$ cat src/rtl/joystick_cursor_autorepeat_unit_assert.svh
// Assertion macros for the cursor controller.
`ifndef JOYSTICK_CURSOR_AUTOREPEAT_UNIT_ASSERT_SVH
`define JOYSTICK_CURSOR_AUTOREPEAT_UNIT_ASSERT_SVH

// The consequent must hold in the same cycle as the antecedent.
`define JCA_ASSERT_SAME(label, ante, cons) \
	label: assert property (@(posedge clk) disable iff (!arst_n) (ante) |-> (cons)) \
		else $error("cursor controller check failed");

// The consequent must hold in the cycle after the antecedent.
`define JCA_ASSERT_NEXT(label, ante, cons) \
	label: assert property (@(posedge clk) disable iff (!arst_n) (ante) |=> (cons)) \
		else $error("cursor controller check failed");

`endif

$ cat src/rtl/jca_pkg.sv
`default_nettype none

package jca_pkg;

	typedef struct packed {
		logic dir_up;
		logic dir_down;
		logic dir_left;
		logic dir_right;
		logic push_req;
		logic sw_one;
		logic sw_two;
	} in_word_t;

	typedef struct packed {
		logic [7:0] cur_x;
		logic [7:0] cur_y;
		logic [1:0] moves;
		logic       recentered;
	} out_word_t;

	typedef enum logic [1:0] {
		DIR_UP,
		DIR_DOWN,
		DIR_LEFT,
		DIR_RIGHT
	} dir_t;

	typedef struct packed {
		logic       en;
		dir_t       dir;
		logic [3:0] step;
	} move_req_t;

	typedef enum logic [2:0] {
		REG_REPEAT_DELAY,
		REG_REPEAT_PERIOD,
		REG_STEP_NORMAL,
		REG_STEP_FAST,
		REG_LIMIT_X,
		REG_LIMIT_Y,
		REG_HOME_X,
		REG_HOME_Y
	} reg_idx_t;

	localparam logic [7:0] RST_REPEAT_DELAY  = 8'd10;
	localparam logic [7:0] RST_REPEAT_PERIOD = 8'd3;
	localparam logic [3:0] RST_STEP_NORMAL   = 4'd2;
	localparam logic [3:0] RST_STEP_FAST     = 4'd4;
	localparam logic [7:0] RST_LIMIT_X       = 8'd124;
	localparam logic [7:0] RST_LIMIT_Y       = 8'd116;
	localparam logic [7:0] RST_HOME_X        = 8'd62;
	localparam logic [7:0] RST_HOME_Y        = 8'd58;

	// Lowest set line wins: up, then down, then left, then right.
	function automatic dir_t pick_dir(input logic [3:0] lines);
		dir_t d;
		if (lines[0]) begin
			d = DIR_UP;
		end else if (lines[1]) begin
			d = DIR_DOWN;
		end else if (lines[2]) begin
			d = DIR_LEFT;
		end else begin
			d = DIR_RIGHT;
		end
		return d;
	endfunction

endpackage

`default_nettype wire

$ cat src/rtl/jca_move.sv
`default_nettype none

module jca_move #(
	parameter int COORD_BITS = 8
) (
	input  wire logic [COORD_BITS-1:0] pos_x,
	input  wire logic [COORD_BITS-1:0] pos_y,
	input  wire jca_pkg::move_req_t    req,
	input  wire logic [7:0]            limit_x,
	input  wire logic [7:0]            limit_y,
	output logic      [COORD_BITS-1:0] new_x,
	output logic      [COORD_BITS-1:0] new_y
);

	localparam int W = ((COORD_BITS > 8) ? COORD_BITS : 8) + 2;

	logic signed [W-1:0] x_w, y_w, s_w, lx_w, ly_w;

	// Both coordinates are clamped on every move, not only the one that moved.
	always_comb begin
		x_w  = W'(pos_x);
		y_w  = W'(pos_y);
		s_w  = W'(req.step);
		lx_w = W'(limit_x);
		ly_w = W'(limit_y);
		case (req.dir)
			jca_pkg::DIR_UP:   y_w = y_w - s_w;
			jca_pkg::DIR_DOWN: y_w = y_w + s_w;
			jca_pkg::DIR_LEFT: x_w = x_w - s_w;
			default:           x_w = x_w + s_w;
		endcase
		if (x_w[W-1]) begin
			x_w = '0;
		end else if (x_w > lx_w) begin
			x_w = lx_w;
		end
		if (y_w[W-1]) begin
			y_w = '0;
		end else if (y_w > ly_w) begin
			y_w = ly_w;
		end
		new_x = req.en ? COORD_BITS'(x_w) : pos_x;
		new_y = req.en ? COORD_BITS'(y_w) : pos_y;
	end

endmodule

`default_nettype wire

$ cat src/rtl/joystick_cursor_autorepeat_unit.sv
// Joystick cursor controller with typematic auto-repeat.
// Input channel: one word per poll tick (in_valid, in_stall, in_word) with the
// four joystick directions, the centre push and the two buttons.
// Output channel: one word per tick (out_valid, out_stall, out_word) with the
// cursor position after the tick, the number of moves made and a recenter flag.
// Configuration: APB-style write and read of eight registers at byte address 4*i.
// A word accepted by the input register (valid_s1, word_s1) is processed there and
// its result goes into the output register (out_valid_s2, out_word_s2) once the
// output can take it. One word per cycle is taken while in_stall is low; both
// moves of a tick are computed combinationally between the two registers.
// When the receiver stalls, the output word holds and the input register keeps
// its word, so in_stall rises only while both registers are full.
// Reset clears both pipeline stages, the hold and period counters, the previous
// joystick lines and fast mode, loads the register defaults and sends the cursor
// home.
`default_nettype none

module joystick_cursor_autorepeat_unit #(
	parameter int COORD_BITS = 8,
	parameter int COUNT_BITS = 8
) (
	input  wire                     clk,
	input  wire                     arst_n,
	input  wire                     in_valid,
	output logic                    in_stall,
	input  wire jca_pkg::in_word_t  in_word,
	output logic                    out_valid,
	input  wire                     out_stall,
	output jca_pkg::out_word_t      out_word,
	input  wire                     psel,
	input  wire                     penable,
	input  wire                     pwrite,
	input  wire logic [4:0]         paddr,
	input  wire logic [31:0]        pwdata,
	output logic      [31:0]        prdata,
	output logic                    pready
);

`include "joystick_cursor_autorepeat_unit_assert.svh"

	localparam int CW = (COUNT_BITS > 8) ? COUNT_BITS : 8;
	localparam logic [COUNT_BITS-1:0] COUNT_MAX = '1;

	logic [7:0] repeat_delay_q, repeat_period_q, limit_x_q, limit_y_q, home_x_q, home_y_q;
	logic [3:0] step_normal_q, step_fast_q;

	logic                  valid_s1;
	jca_pkg::in_word_t     word_s1;
	logic                  out_valid_s2;
	jca_pkg::out_word_t    out_word_s2;

	logic [4:0]            prev_joy_q;
	logic [COUNT_BITS-1:0] hold_q, period_q;
	logic                  fast_q;
	logic [COORD_BITS-1:0] pos_x_q, pos_y_q;

	logic                  adv;
	logic [4:0]            joy;
	logic [3:0]            edge_lines;
	logic                  fast_n, recenter;
	jca_pkg::move_req_t    req_edge, req_rep;
	logic [COORD_BITS-1:0] x1, y1, x2, y2, x3, y3;
	logic [COUNT_BITS-1:0] hold_inc, hold_n, period_inc, period_n;
	logic                  timer_run, fire, rep_move;
	jca_pkg::out_word_t    res;
	jca_pkg::reg_idx_t     widx;
	logic                  wr_en;

	// Configuration port.
	assign pready = 1'b1;
	assign widx   = jca_pkg::reg_idx_t'(paddr[4:2]);
	assign wr_en  = psel & penable & pwrite;

	always_ff @(posedge clk or negedge arst_n) begin
		if (!arst_n) begin
			repeat_delay_q  <= jca_pkg::RST_REPEAT_DELAY;
			repeat_period_q <= jca_pkg::RST_REPEAT_PERIOD;
			step_normal_q   <= jca_pkg::RST_STEP_NORMAL;
			step_fast_q     <= jca_pkg::RST_STEP_FAST;
			limit_x_q       <= jca_pkg::RST_LIMIT_X;
			limit_y_q       <= jca_pkg::RST_LIMIT_Y;
			home_x_q        <= jca_pkg::RST_HOME_X;
			home_y_q        <= jca_pkg::RST_HOME_Y;
		end else if (wr_en) begin
			case (widx)
				jca_pkg::REG_REPEAT_DELAY:  repeat_delay_q  <= pwdata[7:0];
				jca_pkg::REG_REPEAT_PERIOD: repeat_period_q <= pwdata[7:0];
				jca_pkg::REG_STEP_NORMAL:   step_normal_q   <= pwdata[3:0];
				jca_pkg::REG_STEP_FAST:     step_fast_q     <= pwdata[3:0];
				jca_pkg::REG_LIMIT_X:       limit_x_q       <= pwdata[7:0];
				jca_pkg::REG_LIMIT_Y:       limit_y_q       <= pwdata[7:0];
				jca_pkg::REG_HOME_X:        home_x_q        <= pwdata[7:0];
				jca_pkg::REG_HOME_Y:        home_y_q        <= pwdata[7:0];
				default: ;
			endcase
		end
	end

	always_comb begin
		case (widx)
			jca_pkg::REG_REPEAT_DELAY:  prdata = {24'd0, repeat_delay_q};
			jca_pkg::REG_REPEAT_PERIOD: prdata = {24'd0, repeat_period_q};
			jca_pkg::REG_STEP_NORMAL:   prdata = {28'd0, step_normal_q};
			jca_pkg::REG_STEP_FAST:     prdata = {28'd0, step_fast_q};
			jca_pkg::REG_LIMIT_X:       prdata = {24'd0, limit_x_q};
			jca_pkg::REG_LIMIT_Y:       prdata = {24'd0, limit_y_q};
			jca_pkg::REG_HOME_X:        prdata = {24'd0, home_x_q};
			jca_pkg::REG_HOME_Y:        prdata = {24'd0, home_y_q};
			default:                    prdata = 32'd0;
		endcase
	end

	// Handshake between the two stages.
	assign in_stall  = valid_s1 & out_valid_s2 & out_stall;
	assign adv       = valid_s1 & ~(out_valid_s2 & out_stall);
	assign out_valid = out_valid_s2;
	assign out_word  = out_word_s2;

	always_ff @(posedge clk or negedge arst_n) begin
		if (!arst_n) begin
			valid_s1 <= 1'b0;
		end else if (!in_stall) begin
			valid_s1 <= in_valid;
		end
	end

	always_ff @(posedge clk) begin
		if (!in_stall && in_valid) begin
			word_s1 <= in_word;
		end
	end

	// Tick processing.
	assign joy = {word_s1.push_req, word_s1.dir_right, word_s1.dir_left,
		word_s1.dir_down, word_s1.dir_up};
	assign edge_lines = joy[3:0] & ~prev_joy_q[3:0];
	assign fast_n     = word_s1.sw_one & ~word_s1.sw_two;
	assign recenter   = word_s1.sw_two & ~word_s1.sw_one;

	always_comb begin
		req_edge.en   = |edge_lines;
		req_edge.dir  = jca_pkg::pick_dir(edge_lines);
		req_edge.step = fast_q ? step_fast_q : step_normal_q;
	end

	jca_move #(.COORD_BITS(COORD_BITS)) u_move_edge (
		.pos_x(pos_x_q), .pos_y(pos_y_q), .req(req_edge),
		.limit_x(limit_x_q), .limit_y(limit_y_q), .new_x(x1), .new_y(y1)
	);

	assign x2 = recenter ? COORD_BITS'(home_x_q) : x1;
	assign y2 = recenter ? COORD_BITS'(home_y_q) : y1;

	always_comb begin
		hold_inc   = (hold_q == COUNT_MAX) ? hold_q : hold_q + 1'b1;
		timer_run  = 1'b0;
		fire       = 1'b0;
		rep_move   = 1'b0;
		hold_n     = (joy != 5'd0) ? hold_inc : '0;
		period_inc = (period_q == COUNT_MAX) ? period_q : period_q + 1'b1;
		period_n   = period_q;
		if (CW'(hold_n) >= CW'(repeat_delay_q)) begin
			timer_run = 1'b1;
			period_n  = period_inc;
			if (CW'(period_inc) >= CW'(repeat_period_q)) begin
				fire     = 1'b1;
				period_n = '0;
				if (|joy[3:0]) begin
					rep_move = 1'b1;
				end else begin
					hold_n = '0;
				end
			end
		end
		req_rep.en   = rep_move;
		req_rep.dir  = jca_pkg::pick_dir(joy[3:0]);
		req_rep.step = fast_n ? step_fast_q : step_normal_q;
	end

	jca_move #(.COORD_BITS(COORD_BITS)) u_move_rep (
		.pos_x(x2), .pos_y(y2), .req(req_rep),
		.limit_x(limit_x_q), .limit_y(limit_y_q), .new_x(x3), .new_y(y3)
	);

	always_comb begin
		res.cur_x      = 8'(x3);
		res.cur_y      = 8'(y3);
		res.moves      = {1'b0, req_edge.en} + {1'b0, rep_move};
		res.recentered = recenter;
	end

	always_ff @(posedge clk or negedge arst_n) begin
		if (!arst_n) begin
			prev_joy_q <= '0;
			hold_q     <= '0;
			period_q   <= '0;
			fast_q     <= 1'b0;
			pos_x_q    <= COORD_BITS'(jca_pkg::RST_HOME_X);
			pos_y_q    <= COORD_BITS'(jca_pkg::RST_HOME_Y);
		end else if (adv) begin
			prev_joy_q <= joy;
			hold_q     <= hold_n;
			period_q   <= period_n;
			fast_q     <= fast_n;
			pos_x_q    <= x3;
			pos_y_q    <= y3;
		end
	end

	always_ff @(posedge clk or negedge arst_n) begin
		if (!arst_n) begin
			out_valid_s2 <= 1'b0;
		end else if (adv) begin
			out_valid_s2 <= 1'b1;
		end else if (!out_stall) begin
			out_valid_s2 <= 1'b0;
		end
	end

	always_ff @(posedge clk) begin
		if (adv) begin
			out_word_s2 <= res;
		end
	end

	`JCA_ASSERT_SAME(a_stall_needs_word, in_stall, valid_s1 && out_valid_s2)
	`JCA_ASSERT_SAME(a_fire_needs_timer, fire, timer_run)
	`JCA_ASSERT_NEXT(a_release_clears_hold, adv && (joy == 5'd0), hold_q == '0)
	`JCA_ASSERT_NEXT(a_fire_clears_period, adv && fire, period_q == '0)

endmodule

`default_nettype wire

$ cat config.mk
export PLATFORM = sky130hd
export DESIGN_NAME = joystick_cursor_autorepeat_unit
export DESIGN_NICKNAME = d
export VERILOG_FILES = /design/src/rtl/jca_pkg.sv /design/src/rtl/jca_move.sv /design/src/rtl/joystick_cursor_autorepeat_unit.sv
export VERILOG_INCLUDE_DIRS = /design/src /design/src/rtl
export SDC_FILE = /design/constraint.sdc
export NUM_CORES = 1
export LEC_CHECK = 0
export BUFFER_PORTS_ARGS = -buffer_cell sky130_fd_sc_hd__buf_2
export CAP_MARGIN = 20
export CELL_PAD_IN_SITES_DETAIL_PLACEMENT = 1
export CELL_PAD_IN_SITES_GLOBAL_PLACEMENT = 1
export CORE_ASPECT_RATIO = 0.9
export CORE_MARGIN = 8
export CORE_UTILIZATION = 35
export CTS_BUF_LIST = sky130_fd_sc_hd__clkbuf_8
export CTS_CLUSTER_DIAMETER = 30
export CTS_CLUSTER_SIZE = 16
export DETAILED_ROUTE_END_ITERATION = 6
export PLACE_DENSITY = 0.62
export SETUP_SLACK_MARGIN = 0.3
export SYNTH_ARGS = -nofsm -noshare
export SYNTH_HDL_FRONTEND = slang
export SYNTH_SLANG_ARGS = --single-unit
$ cat constraint.sdc
create_clock -name clk -period 8.3 [get_ports clk]
set_clock_uncertainty 0.05 [all_clocks]
set_input_delay 1.245 -clock clk [delete_from_list [all_inputs] [get_ports clk]]
set_output_delay 1.245 -clock clk [all_outputs]
set_load 0.1 [all_outputs]
### Word level (Yosys, flattened, before mapping)

Cells that the tools add are included.

* input port bits: 51
* bits in read-only memories: 0
* output and inout port bits: 54
* word-level logic and storage cells: 129
* memories kept: 0
* register bits after elaboration: 121
* memory bits (writable): 0
* latch bits: 0

* bitwise operators: 13
* $mul: 0
* muxes and demuxes: 39
* $lt $le $gt $ge: 6
* shift operators: 0
* $add $sub $neg: 11
* eq/ne operators: 14
* div/mod/pow operators: 0
* reduce and logical (&&, ||, !) cells: 19

Operators with widths (number)
* 32-bit case mux with 8 select lines: 1
* 8-bit two-way mux: 21
* 10-bit case mux with 2 select lines: 4
* 10-bit by 9-bit > comparator with 1-bit output: 4
* 8-bit by 4-bit adder with 9-bit output: 4
* 8-bit by 4-bit subtractor with 9-bit output: 4
* 2-bit AND reduction: 9
* 8-bit by 1-bit adder with 8-bit output, second input constant: 2
* 8-bit == test, second input constant: 2
* 8-bit >= comparator: 2
* 3-bit == test, second input constant: 4
* 1-bit AND: 8
* 2-bit two-way mux: 4
* 4-bit two-way mux: 2
* 4-bit OR reduction: 2
* 1-bit two-way mux: 7
* 3-bit by 2-bit == test with 1-bit output, second input constant: 2
* 5-bit nonzero test: 1
* 4-bit AND: 1
* 2-bit by 1-bit == test with 1-bit output, second input constant: 2
* 2-bit == test, second input constant: 2
* 2-bit zero test: 2
* 4-bit NOT: 1
* 2-bit OR reduction: 2
* other kinds (7): 9

### Longest topological paths before layout

Gate-level depths: netlist of run 1.

* depth in word-level cells: 19
* depth in mapped cells: 38
* depth with buffers taken out: 36

### By module

From an unflattened synthesis of run 1, not the netlist that was laid out.

* cells, all modules: 1103
* area total of the unflattened synthesis: 10247.3 sq um

By module, submodules not included
* joystick_cursor_autorepeat_unit: area each 6503.7 sq um, instances 1, seq. area each 3199.3 sq um, cells each 598
* jca_move at u_move_edge: area each 1873.0 sq um, instances 1, seq. area each 0.0 sq um, cells each 254
* jca_move at u_move_rep: area each 1870.5 sq um, instances 1, seq. area each 0.0 sq um, cells each 251

### Least setup slack after synthesis of run 1

OpenSTA, ideal clock, no wires.

* path kind: register to register
* start: register fast_q
* end: register out_word_s2 (netlist bit out_word[4]), data pin
* data required time: 7981 ps
* library setup time: 269 ps
* path buffers: 3
* arrival: 7084 ps
* slack: 897 ps
* cell stages (with the launch flop): 34
* cell sequence: dfrtp_1 clkbuf_1 o21ai_0 ha_1 inv_1 fa_1 or3_1 a21oi_1 a211oi_1 ha_1 nand4_1 nor2_1 a2bb2oi_1 and2_1 clkbuf_1 a21oi_1 o221ai_1 o21ai_0 inv_1 fa_1 and3_1 a221o_1 ha_1 nor2b_1 o21a_1 o21a_1 o211ai_1 a21boi_0 o31a_1 a41oi_1 clkbuf_1 mux2_2 nand2_1 o21ai_0

RTL lines
* start, declared: RTL line joystick_cursor_autorepeat_unit.sv:54 `logic fast_q;`
* start signal, assigned: RTL line joystick_cursor_autorepeat_unit.sv:204 `fast_q <= fast_n;`
* end signal, assigned: RTL line joystick_cursor_autorepeat_unit.sv:222 `out_word_s2 <= res;`
* end, declared: RTL line joystick_cursor_autorepeat_unit.sv:50 `jca_pkg::out_word_t out_word_s2;`

==> summary.md, run 1 <==
| Metric | Value |
|---|---|
| Status | complete, no violations |
| Vias/cell | 5.61 |
| GPL Wtd Cong | 0.871 |
| Fin worst setup slack | 0.627 ns |
| Core box area | 27,900 um^2 |
| Worst reg-to-reg path cell count | 36 |
| First-pass GRT wire length | 54,100 um |
| Seq/Total Area, Yosys | around a third |
| Most frequent cell after synthesis | nand2_1 |
| H-tree depth | 4 |
| FF-to-FF setup slack | approximately 0.63 ns |
| Antenna diode count | 0 |
| Worst r2r dst | out_word[18] |
| Critical Path AT | approximately 8 ns |
| Worst r2r src | fast_q |
| IO Port Bufs | 53 |
| Post-Syn Area | just under 10,000 um^2 |
| Crit start category | flip-flop |
| CP most frequent cell | buf_4 |
| Syn Area/Cell | 8.96 um^2 |
| Remaining Overflow, GRT | 0 |
| Initial antenna violation count | 1 |
| Die height | 176 um |
| DRC Markers | 0 |
| GRT Util Overall | 20.2% |
| Fin util | 40.9% |
| Relative slew slack | 28.0% |
| Site row count | 58 |
| Synthesized instance count | 1,106 |
| Top cells by count, synth | nand2_1 (98), o21ai_0 (90), ha_1 (87) |
| RSZ-0062 raised after global routing | no |
| EDFF count, synth | 26 |
| Clock buffer depth | 2 |
| Routed WL | 34,700 um |
| Initial Util | 35.5% |
| Peak supply drop | 0.000119 V |
| Num CTS Buffers | 17 |
| Io pins | 105 |
| Tcrit/Tclk final | 92.4% |
| Die footprint | 34,000 um^2 |
| Max Used Layer | met4 |
| Pwr dens | approximately 410 nW/um^2 |
| Critical Path Fanout Max | 7 |
| Kind of critical path | reg -> reg |
| Area Overhead vs Synth | 15.4% |
| Avg WL per Cell | 22.1 um |
| TNS Setup | 0 ns |
| TritonCTS clock tree | built |
| Met3 WL | 1440 um |
| Setup Slack @ Placement | slightly below 0.1 ns |
| Slew @ Worst Pin | around 1.1 ns |
| Nets@finish | 1,348 |
| Hpwl dp | 26,300 um |
| # setup viols final | 0 |
| Iter 0 DRT Violations | 578 |
| Crit path largest cell delay | 0.47 ns |
| Vias in the first global route | 9,113 |
| Die X-Extent | 193 um |
| Max Freq | 130 MHz |
| Yosys warnings | 0 |
| Post-layout minimum cycle time | approximately 7.7 ns |
| Hold path start | valid_s1 |
| Ys async rst share | 78.5% |
| Setup crit end kind | flip-flop |
| Worst hold path class | reg -> reg |
| Final hold violation count | 0 |
| Clock sink count | 121 |
| Clk slew on worst S/H paths | 0.10 ns |
| Largest net degree at the start of global routing | 76 |
| Insertion delay to the later sink of the worst-skew pair | 0.48 ns |
| Via Count | 8,841 |
| Post-DRT Antenna Nets | 0 |
| Met2 wire length | 15,600 um |
| First-pass iteration count of the detailed router | 4 |
| Most used DFF post-synth | dfrtp_1 |
| Top cell type by total area after synthesis | dfrtp_1 |
| Worst hold endpoint | out_valid |
| Yosys cell types | 86 |
| Worst hold stages | 1 |
| CP required | approximately 8.5 ns |
| Root buf cell | clkbuf_8 |
| Share of layout cells above drive strength 1 | between 20 and 25% |
| Critical path's slowest cell | fa_1 |
| Final Max Slew Viols | 0 |
| Post-synthesis register bit count | 121 |
| M1 WL | 17,200 um |
| Dominant cells by area after synthesis | dfrtp_1 (16%), ha_1 (11%), dfstp_2 (8.7%) |
| MaxCap Viol Count | 0 |
| LEAKAGE | 5.05 nW |
| Top-area cell type share of the netlist area | roughly 16% |
-- registers in the layout, indices dropped and copies added, names as in the netlist --
| name | cells |
|---|---|
| limit_x_q | 8 |
| word_s1 | 2 |
| pos_y_q | 8 |
| joy | 5 |
| out_valid | 1 |
| prev_joy_q | 4 |
| limit_y_q | 8 |
| step_normal_q | 4 |
| repeat_period_q | 8 |
| period_q | 8 |
| valid_s1 | 1 |
| home_x_q | 8 |
| pos_x_q | 8 |
| repeat_delay_q | 8 |
| step_fast_q | 4 |
| hold_q | 8 |
| home_y_q | 8 |
| out_word | 19 |
| fast_q | 1 |
-- power by group --
| part | total (mW) | switching (mW) | internal (mW) |
|---|---|---|---|
| Sequential | 1.01 | 0.191 | 0.824 |
| Combinational | 3.11 | 1.88 | 1.24 |
| Clock | 0.550 | 0.326 | 0.224 |
-- through the flow --
| stage | cell area [um^2] | instances | hold slack (ns) | total power [mW] |
|---|---|---|---|---|
| global route | 11400 | 1575 | 0.497 | 5.04 |
| finish | 11400 | 1575 | 0.448 | 4.68 |
| CTS | 11200 | 1560 | 0.459 | 4.51 |
| floorplan | 10000 | 1129 | 0.403 | 3.02 |
| global placement | 10700 | 1527 | 0.430 | 3.84 |
| detailed placement | 10700 | 1527 | 0.440 | 3.92 |
-- worst max-delay path: cells and delay by family, from the launching register on --
| family | cells | cell delay, ns |
|---|---|---|
| AO/OA/AOI/OAI | 15 | 2.69 |
| XOR/XNOR | 2 | 0.30 |
| adder cells (fa/ha/maj) | 4 | 1.29 |
| buffers and inverters | 7 | 1.11 |
| flip-flops | 1 | 0.46 |
| multiplexers | 1 | 0.37 |
| AND/OR/NAND/NOR | 7 | 1.10 |
-- cell families after synthesis --
group,share of synthesized area [%]
AOI/OAI and AO/OA,21.4
other,0.0758
adders and majority gates,12.6
buffers and inverters,6.87
and+or+nand+nor,15.8
muxes,8.60
xor gates and xnor gates,2.37
DFF,32.3
-- cells in the final DEF (no fill, tap or decap), drive strengths merged, types with 33 or more instances in the layout --
master    n
inv      92
dfrtp    62
a21oi    70
nor2     81
o21ai    91
ha       87
dfstp    33
nand2    99
mux2     46
buf     121
-- layout make-up --
type	count	area, um^2
fillers	3300	16500
flip-flops and latches	121	3200
multi-input cells	858	6290
inverters	83	312
well taps	360	450
clock inverters	15	149
repair buffers	121	798
clock buffers	17	234
-- worst max-delay path by stage --
stage | startpoint | to | slack, ns
final | fast_q | out_word[18] | 0.63
after global routing | fast_q | out_word[18] | 0.21
after CTS | fast_q | out_word[14] | 0.30
after detailed placement | fast_q | out_word[14] | 0.1
after global placement | fast_q | pos_x_q[6] | 0.25
after floorplan | fast_q | out_word[4] | 0.90
-- what timing repair did --
item                                    in CTS  in global routing
pin swaps                                    1                 15
buffers inserted                             1                 14
hold buffers                                 0                  0
resized for setup                            3                 39
endpoints found under the setup margin      16                 27
-- per-layer routing --
| layer | vias to the layer above | track usage (%) |
|---|---|---|
| li1 | 4142 | - |
| met1 | 4464 | 28.9 |
| met2 | 210 | 31.7 |
| met3 | 25 | 2.87 |
| met4 | 0 | 5.03 |
| met5 | - | 0 |
No activity file was read; power rests on OpenSTA's default activity.
==> inputs of run 2 (changes only) <==
--- a/config.mk
+++ b/config.mk
@@ -10,7 +10,7 @@
 export CAP_MARGIN = 20
 export CELL_PAD_IN_SITES_DETAIL_PLACEMENT = 1
 export CELL_PAD_IN_SITES_GLOBAL_PLACEMENT = 1
-export CORE_ASPECT_RATIO = 0.9
+export CORE_ASPECT_RATIO = 0.5
 export CORE_MARGIN = 8
 export CORE_UTILIZATION = 35
 export CTS_BUF_LIST = sky130_fd_sc_hd__clkbuf_8
==> constraint.sdc (replaced) <==
create_clock -name clk -period 7.39 [get_ports clk]
set_clock_uncertainty 0.05 [all_clocks]
set_input_delay 1.1085 -clock clk [delete_from_list [all_inputs] [get_ports clk]]
set_output_delay 1.1085 -clock clk [all_outputs]
set_load 0.1 [all_outputs]
==> run 2 against run 1 <==
The run now ends with setup timing left. Hold slack better by 0.020 ns. Sequential cell count unchanged. Die area up 0.94%. Register-to-register slack worse by 0.64 ns. Count of clock-buffer cells in the layout unchanged. Critical path type unchanged.
==> summary.md, run 2 (same netlist as run 1, synthesis figures left out) <==
| Metric | Value |
|---|---|
| Worst r2r src | fast_q |
| LEAKAGE | 5.90 nW (+17%) |
| Remaining Overflow, GRT | 0 (unchanged) |
| Max Used Layer | met5 |
| Kind of critical path | reg -> reg |
| Worst hold stages | 1 (unchanged) |
| Peak supply drop | 0.000168 V (+40%) |
| Final Max Slew Viols | 0 (unchanged) |
| Final hold violation count | 0 (unchanged) |
| CP required | 7.76 ns (-0.69 ns) |
| Setup crit end kind | flip-flop |
| Met2 wire length | 17,800 um (+14%) |
| MaxCap Viol Count | 0 (unchanged) |
| TritonCTS clock tree | built |
| Comb power frac | 74.3% (+7.7 points) |
| WHS | 0.469 ns (+0.0203 ns) |
| First-pass iteration count of the detailed router | 6 (+2) |
| Crit path largest cell delay | 0.46 ns (about the same) |
| # setup viols final | 2 (+2) |
| Die X-Extent | 254 um (+31%) |
| Pwr dens | 505 nW/um^2 (+23%) |
| Core box area | 27,800 um^2 (-0.64%) |
| Met3 WL | 2360 um (+64%) |
| Clock power share | 8.7% (-3.1 points) |
| Via Count | 9,486 (+7.3%) |
| GRT Util Overall | 22.3% (+2.1 points) |
| Worst r2r dst | pos_x_q[2] |
| Vias in the first global route | 9,903 (+8.7%) |
| Final Power | 6.74 mW (+44%) |
| Insertion delay to the later sink of the worst-skew pair | 0.51 ns (+0.03 ns) |
| Fin worst setup slack | -0.0157 ns (-0.643 ns) |
| Clk slew on worst S/H paths | 0.08 ns (-0.02 ns) |
| Avg WL per Cell | 22.4 um (+1.6%) |
| Final Cell Area | 13,300 um^2 (+17%) |
| Largest register FFs | 19 (unchanged) |
| H-tree depth | 4 (unchanged) |
| Initial Util | 35.7% (+0.23 points) |
| Critical Path Fanout Max | 5 (-2) |
| Tcrit/Tclk final | 100% (+7.8 points) |
| FF-to-FF setup slack | -0.02 ns (-0.64 ns) |
| Failing checks | setup timing |
| Nets@finish | 1,483 (+10%) |
| M1 WL | 18,000 um (+5.0%) |
| GPL Wtd Cong | 0.901 (+3.4%) |
| Top delay family on crit path | compound AO/OA/AOI/OAI gates |
| First-pass GRT wire length | 58,300 um (+7.7%) |
| Share of layout cells above drive strength 1 | 39.9% (+16 points) |
| Num CTS Buffers | 17 (unchanged) |
| Seq. cell area | 3200 um^2 (unchanged) |
| Worst hold endpoint | repeat_delay_q[2] |
| Die height | 135 um (-23%) |
| Critical path's slowest cell | dfrtp_2 |
| Die footprint | 34,300 um^2 (+0.94%) |
| Leading cell types in the layout, fill and taps excluded | buf_4 (178), nand2_1 (93), inv_1 (72), nor2_1 (72), ha_1 (70) |
| Area Overhead vs Synth | 34.6% |
| Clock sink count | 121 (unchanged) |
| Sw Share | 47.5% (-3.7 points) |
| Post-DRT Antenna Nets | 0 (unchanged) |
| Worst hold path class | reg -> reg |
| Largest net degree at the start of global routing | 55 (-28%) |
| DRC Markers | 0 (unchanged) |
| Iter 0 DRT Violations | 566 (-2.1%) |
| Antenna diode count | 0 (unchanged) |
| Filler cell count | 3,236 (-1.9%) |
| Post-layout minimum cycle time | 7.41 ns (-0.267 ns) |
| Initial antenna violation count | 1 (unchanged) |
| Hpwl dp | 28,800 um (+9.6%) |
| Io pins | 105 (unchanged) |
| Commonest non-fill, non-tap cell in the layout | buf_4 |
| IO Port Bufs | 53 (unchanged) |
| Multi-input gate area | 7040 um^2 (+12%) |
| Critical Path AT | 7.78 ns (-0.04 ns) |
| Internal power | 3.53 mW (+55%) |
| Reg power frac | 17.0% (-4.7 points) |
| RSZ-0062 raised after global routing | yes |
| Site row count | 43 (-26%) |
| Sw power | 3.20 mW (+34%) |
| Hold path start | repeat_delay_q[2] |
| Relative slew slack | 41.6% (+14 points) |
| Status | finished with violations |
| Routed WL | 38,800 um (+12%) |
| Root buf cell | clkbuf_8 |
| Vias/cell | 5.48 (-2.4%) |
| Placed Area | 11,500 um^2 (+7.1%) |
| Worst reg-to-reg path cell count | 35 (-2.8%) |
| CP bufs+invs | 4 (-3) |
| Max Freq | 135 MHz (+3.6%) |
| Crit start category | flip-flop |
| Fin util | 48.1% (+7.1 points) |
| Clock buffer depth | 2 (unchanged) |
| Slew @ Worst Pin | 0.873 ns (-0.202 ns) |
==> run 2: cell count changes in the layout (fill, tap and decap cells not counted), sizes merged <==
cell and change:
clkbuf +1, buf +134, clkinv +6, bufinv +1
inv -7
==> run 2: final cells by class <==
cell class / instances / area share, %
multi-input combinational: 858 / 52.8
sequential: 121 / 24.0
timing repair buffer: 256 / 14.6
tap: 382 / 3.58
inverter: 83 / 2.40
clock buffer: 17 / 1.75
clock inverter: 15 / 0.947
==> run 2: worst register-to-register path, delay by kind of cell, from the launching register on <==
kind	cells	cell delay, ns
muxes	3	0.87
and+or+nand+nor	4	0.51
buffers and inverters	4	0.58
adders and majority gates	4	1.13
DFF	1	0.46
xor gates and xnor gates	2	0.38
AOI/OAI and AO/OA	18	3.38
==> run 2: worst max-delay path by stage <==
stage            from            to  slack [ns]  depth (start not counted)
6_report       fast_q    pos_x_q[2]       -0.02                         35
5_1_grt        fast_q    pos_x_q[4]       -0.31                         37
4_1_cts        fast_q  out_word[16]       -0.02                         33
3_5_place_dp   fast_q    pos_y_q[4]       -0.47                         34
3_3_place_gp   fast_q    pos_y_q[4]       -0.33                         35
2_1_floorplan  fast_q  out_word[14]        0.37                         37
==> run 2: power groups by stage <==
stage	clock, mW	combinational (mW)	sequential (mW)
after floorplan	0	2.08	1.31
after global placement	0	3.60	1.12
after detailed placement	0	3.73	1.13
after CTS	0.606	4.39	1.13
after global routing	0.633	5.34	1.16
final	0.588	5.01	1.14
==> run 2: metal layers <==
metal  GRT usage, %  vias up
met5              0        -
met4           5.54        2
met3           6.25       39
met2           34.7      242
met1           30.3     4789
li1               -     4414
==> run 2: through the flow <==
stage	TNS [ns]	setup slack [ns]	cells
2_1_floorplan	0	0.369	1129
3_3_place_gp	-4.26	-0.334	1640
3_5_place_dp	-7.83	-0.466	1640
4_1_cts	-0.0680	-0.0219	1707
5_1_grt	-4.70	-0.307	1732
6_report	-0.0280	-0.0157	1732
==> run 2: repair_timing <==
action                     in CTS  in global routing
hold buffers                    0                  0
setup buffers                  34                 24
pin swaps                      80                 83
setup endpoints to repair      32                 32
gates cloned                    1                  0
resized for setup             129                 94
==> inputs of run 3 (changes only) <==
--- a/config.mk
+++ b/config.mk
@@ -22,3 +22,4 @@
 export SYNTH_ARGS = -nofsm -noshare
 export SYNTH_HDL_FRONTEND = slang
 export SYNTH_SLANG_ARGS = --single-unit
+export TNS_END_PERCENT = 1
==> run 3 against run 2 <==
The flow still finishes with violations (setup timing). Combinational power down 6.8%. Count of clock-buffer cells in the layout stayed put. Register-to-register slack worse by 0.02 ns. Fmax down 0.22%. Critical endpoint is now pos_x_q[4]. Largest cell class unchanged.
==> summary.md, run 3 (same netlist as run 1, synthesis figures left out) <==
| Metric | Value |
|---|---|
| Status | finished with violations |
| Failing checks | setup timing |
| Post-layout minimum cycle time | 7.42 ns (+0.0166 ns) |
| CP most frequent cell | ha_1 |
| Clock power share | 9.2% (+0.5 points) |
| Via Count | 9,427 (-0.62%) |
| Sw power | 3.06 mW (-4.3%) |
| Final Max Slew Viols | 0 (unchanged) |
| Vias/cell | 5.48 (about the same) |
| Leading cell types in the layout, fill and taps excluded | buf_4 (179), nand2_1 (96), nor2_1 (76) |
| Setup crit end kind | flip-flop |
| Initial antenna violation count | 1 (unchanged) |
| Post-DRT Antenna Nets | 0 (unchanged) |
| Die footprint | 34,300 um^2 (unchanged) |
| Share of layout cells above drive strength 1 | 37.4% (-2.5 points) |
| Peak supply drop | 0.000167 V (-0.11%) |
| Top delay family on crit path | compound AO/OA/AOI/OAI gates |
| DRC Markers | 0 (unchanged) |
| Largest net degree at the start of global routing | 55 (unchanged) |
| Slew @ Worst Pin | 0.873 ns (-0.000818 ns) |
| Pwr dens | 494 nW/um^2 (-2.1%) |
| TritonCTS clock tree | built |
| Post-Place Cells | 1,640 (unchanged) |
| Comb power frac | 73.0% (-1.3 points) |
| GPL Wtd Cong | 0.901 (unchanged) |
| H-tree depth | 4 (unchanged) |
| First-pass iteration count of the detailed router | 7 (+1) |
| Hpwl dp | 28,800 um (unchanged) |
| Core box area | 27,800 um^2 (unchanged) |
| Max Freq | 135 MHz (-0.22%) |
| GRT Util Overall | 22.3% (-0.029 points) |
| Relative slew slack | 41.6% (+0.055 points) |
| Final hold violation count | 0 (unchanged) |
| Io pins | 105 (unchanged) |
| MaxCap Viol Count | 0 (unchanged) |
| Sw Share | 47.9% (+0.34 points) |
| Largest register FFs | 19 (unchanged) |
| WHS | 0.469 ns (+0.000106 ns) |
| CP bufs+invs | 5 (+1) |
| Critical path's slowest cell | dfrtp_2 |
| CP required | 7.79 ns (+0.03 ns) |
| Remaining Overflow, GRT | 0 (unchanged) |
| Post-CTS Hold Buffers | 0 (unchanged) |
| Critical Path AT | 7.82 ns (+0.04 ns) |
| # setup viols final | 3 (+1) |
| Initial Util | 35.7% (unchanged) |
| Kind of critical path | reg -> reg |
| Clk slew on worst S/H paths | 0.08 ns (about the same) |
| Nets@finish | 1,471 (-0.81%) |
| Crit path largest cell delay | 0.48 ns (+0.02 ns) |
| Setup Slack @ Placement | -0.466 ns (unchanged) |
| Root buf cell | clkbuf_8 |
| Avg WL per Cell | 22.4 um (+0.11%) |
| Antenna diode count | 0 (unchanged) |
| Clock buffer depth | 2 (unchanged) |
| Die X-Extent | 254 um (unchanged) |
| Fin cells | 1,720 (-0.69%) |
| Die height | 135 um (unchanged) |
| Internal power | 3.34 mW (-5.5%) |
| Filler cell count | 3,259 (+0.71%) |
| RSZ-0062 raised after global routing | yes |
| First-pass GRT wire length | 58,200 um (about the same) |
| Fin worst setup slack | -0.0323 ns (-0.0166 ns) |
| Final Power | 6.40 mW (-4.9%) |
| Insertion delay to the later sink of the worst-skew pair | 0.51 ns (about the same) |
| Vias in the first global route | 9,882 (-0.21%) |
| Clock sink count | 121 (unchanged) |
| Num CTS Buffers | 17 (unchanged) |
| Commonest non-fill, non-tap cell in the layout | buf_4 |
| Reg power frac | 17.8% (+0.8 points) |
| Crit start category | flip-flop |
| Site row count | 43 (unchanged) |
| IO Port Bufs | 53 (unchanged) |
| Worst hold path class | reg -> reg |
| Critical Path Fanout Max | 6 (+1) |
| FF-to-FF setup slack | -0.03 ns (-0.02 ns) |
| LEAKAGE | 5.79 nW (-1.9%) |
| Tcrit/Tclk final | 100% (+0.22 points) |
| Area Overhead vs Synth | 30.8% |
| Routed WL | 38,600 um (-0.58%) |
| Iter 0 DRT Violations | 552 (-2.5%) |
## run 3: final cells by class
class / instances / area (um^2) / share of cell area, %
Sequential cell: 121 / 3200 / 24.7
Multi-Input combinational cell: 858 / 6810 / 52.6
Inverter: 83 / 320 / 2.47
Clock inverter: 15 / 126 / 0.975
Clock buffer: 17 / 234 / 1.80
Timing Repair Buffer: 244 / 1790 / 13.8
Tap cell: 382 / 478 / 3.69
## run 3: power groups by stage
| stage | registers (mW) | clock network (mW) | logic, mW |
|---|---|---|---|
| finish | 1.14 | 0.590 | 4.67 |
| global route | 1.16 | 0.631 | 5.01 |
| CTS | 1.13 | 0.606 | 4.33 |
| detailed placement | 1.13 | 0 | 3.73 |
| global placement | 1.12 | 0 | 3.60 |
| floorplan | 1.31 | 0 | 2.08 |
## run 3: path summary, 6_finish.rpt
path / start / endpoint / cells after the start
max: fast_q / pos_x_q[4] / 35
min: valid_s1 / out_valid / 1
max reg2reg: fast_q / pos_x_q[4] / 35
min reg2reg: valid_s1 / out_valid / 1
max in group asynchronous: arst_n / prev_joy_q[1] / 2
min in group asynchronous: arst_n / period_q[6] / 1
## run 3: per-stage QoR
stage | TNS [ns] | area, um^2 | utilization (%)
3_3_place_gp | -4.26 | 11500 | 41.4
3_5_place_dp | -7.83 | 11500 | 41.4
2_1_floorplan | 0 | 10000 | -
5_1_grt | -5.43 | 13000 | 46.7
4_1_cts | -0.0680 | 12600 | 45.5
6_report | -0.0773 | 13000 | 46.7
## run 3: layer usage
metal,routed length (um),track usage (%),vias up
met5,13,0,-
met3,2440,6.37,45
met1,17900,30.2,4783
met2,17600,34.7,220
li1,-,-,4377
met4,564,5.44,2
## run 3: what timing repair did
item,4_1_cts,5_1_grt
pin swaps,81,61
cloned,1,0
setup buffers,30,16
setup endpoints to repair,32,32
resized for setup,120,44
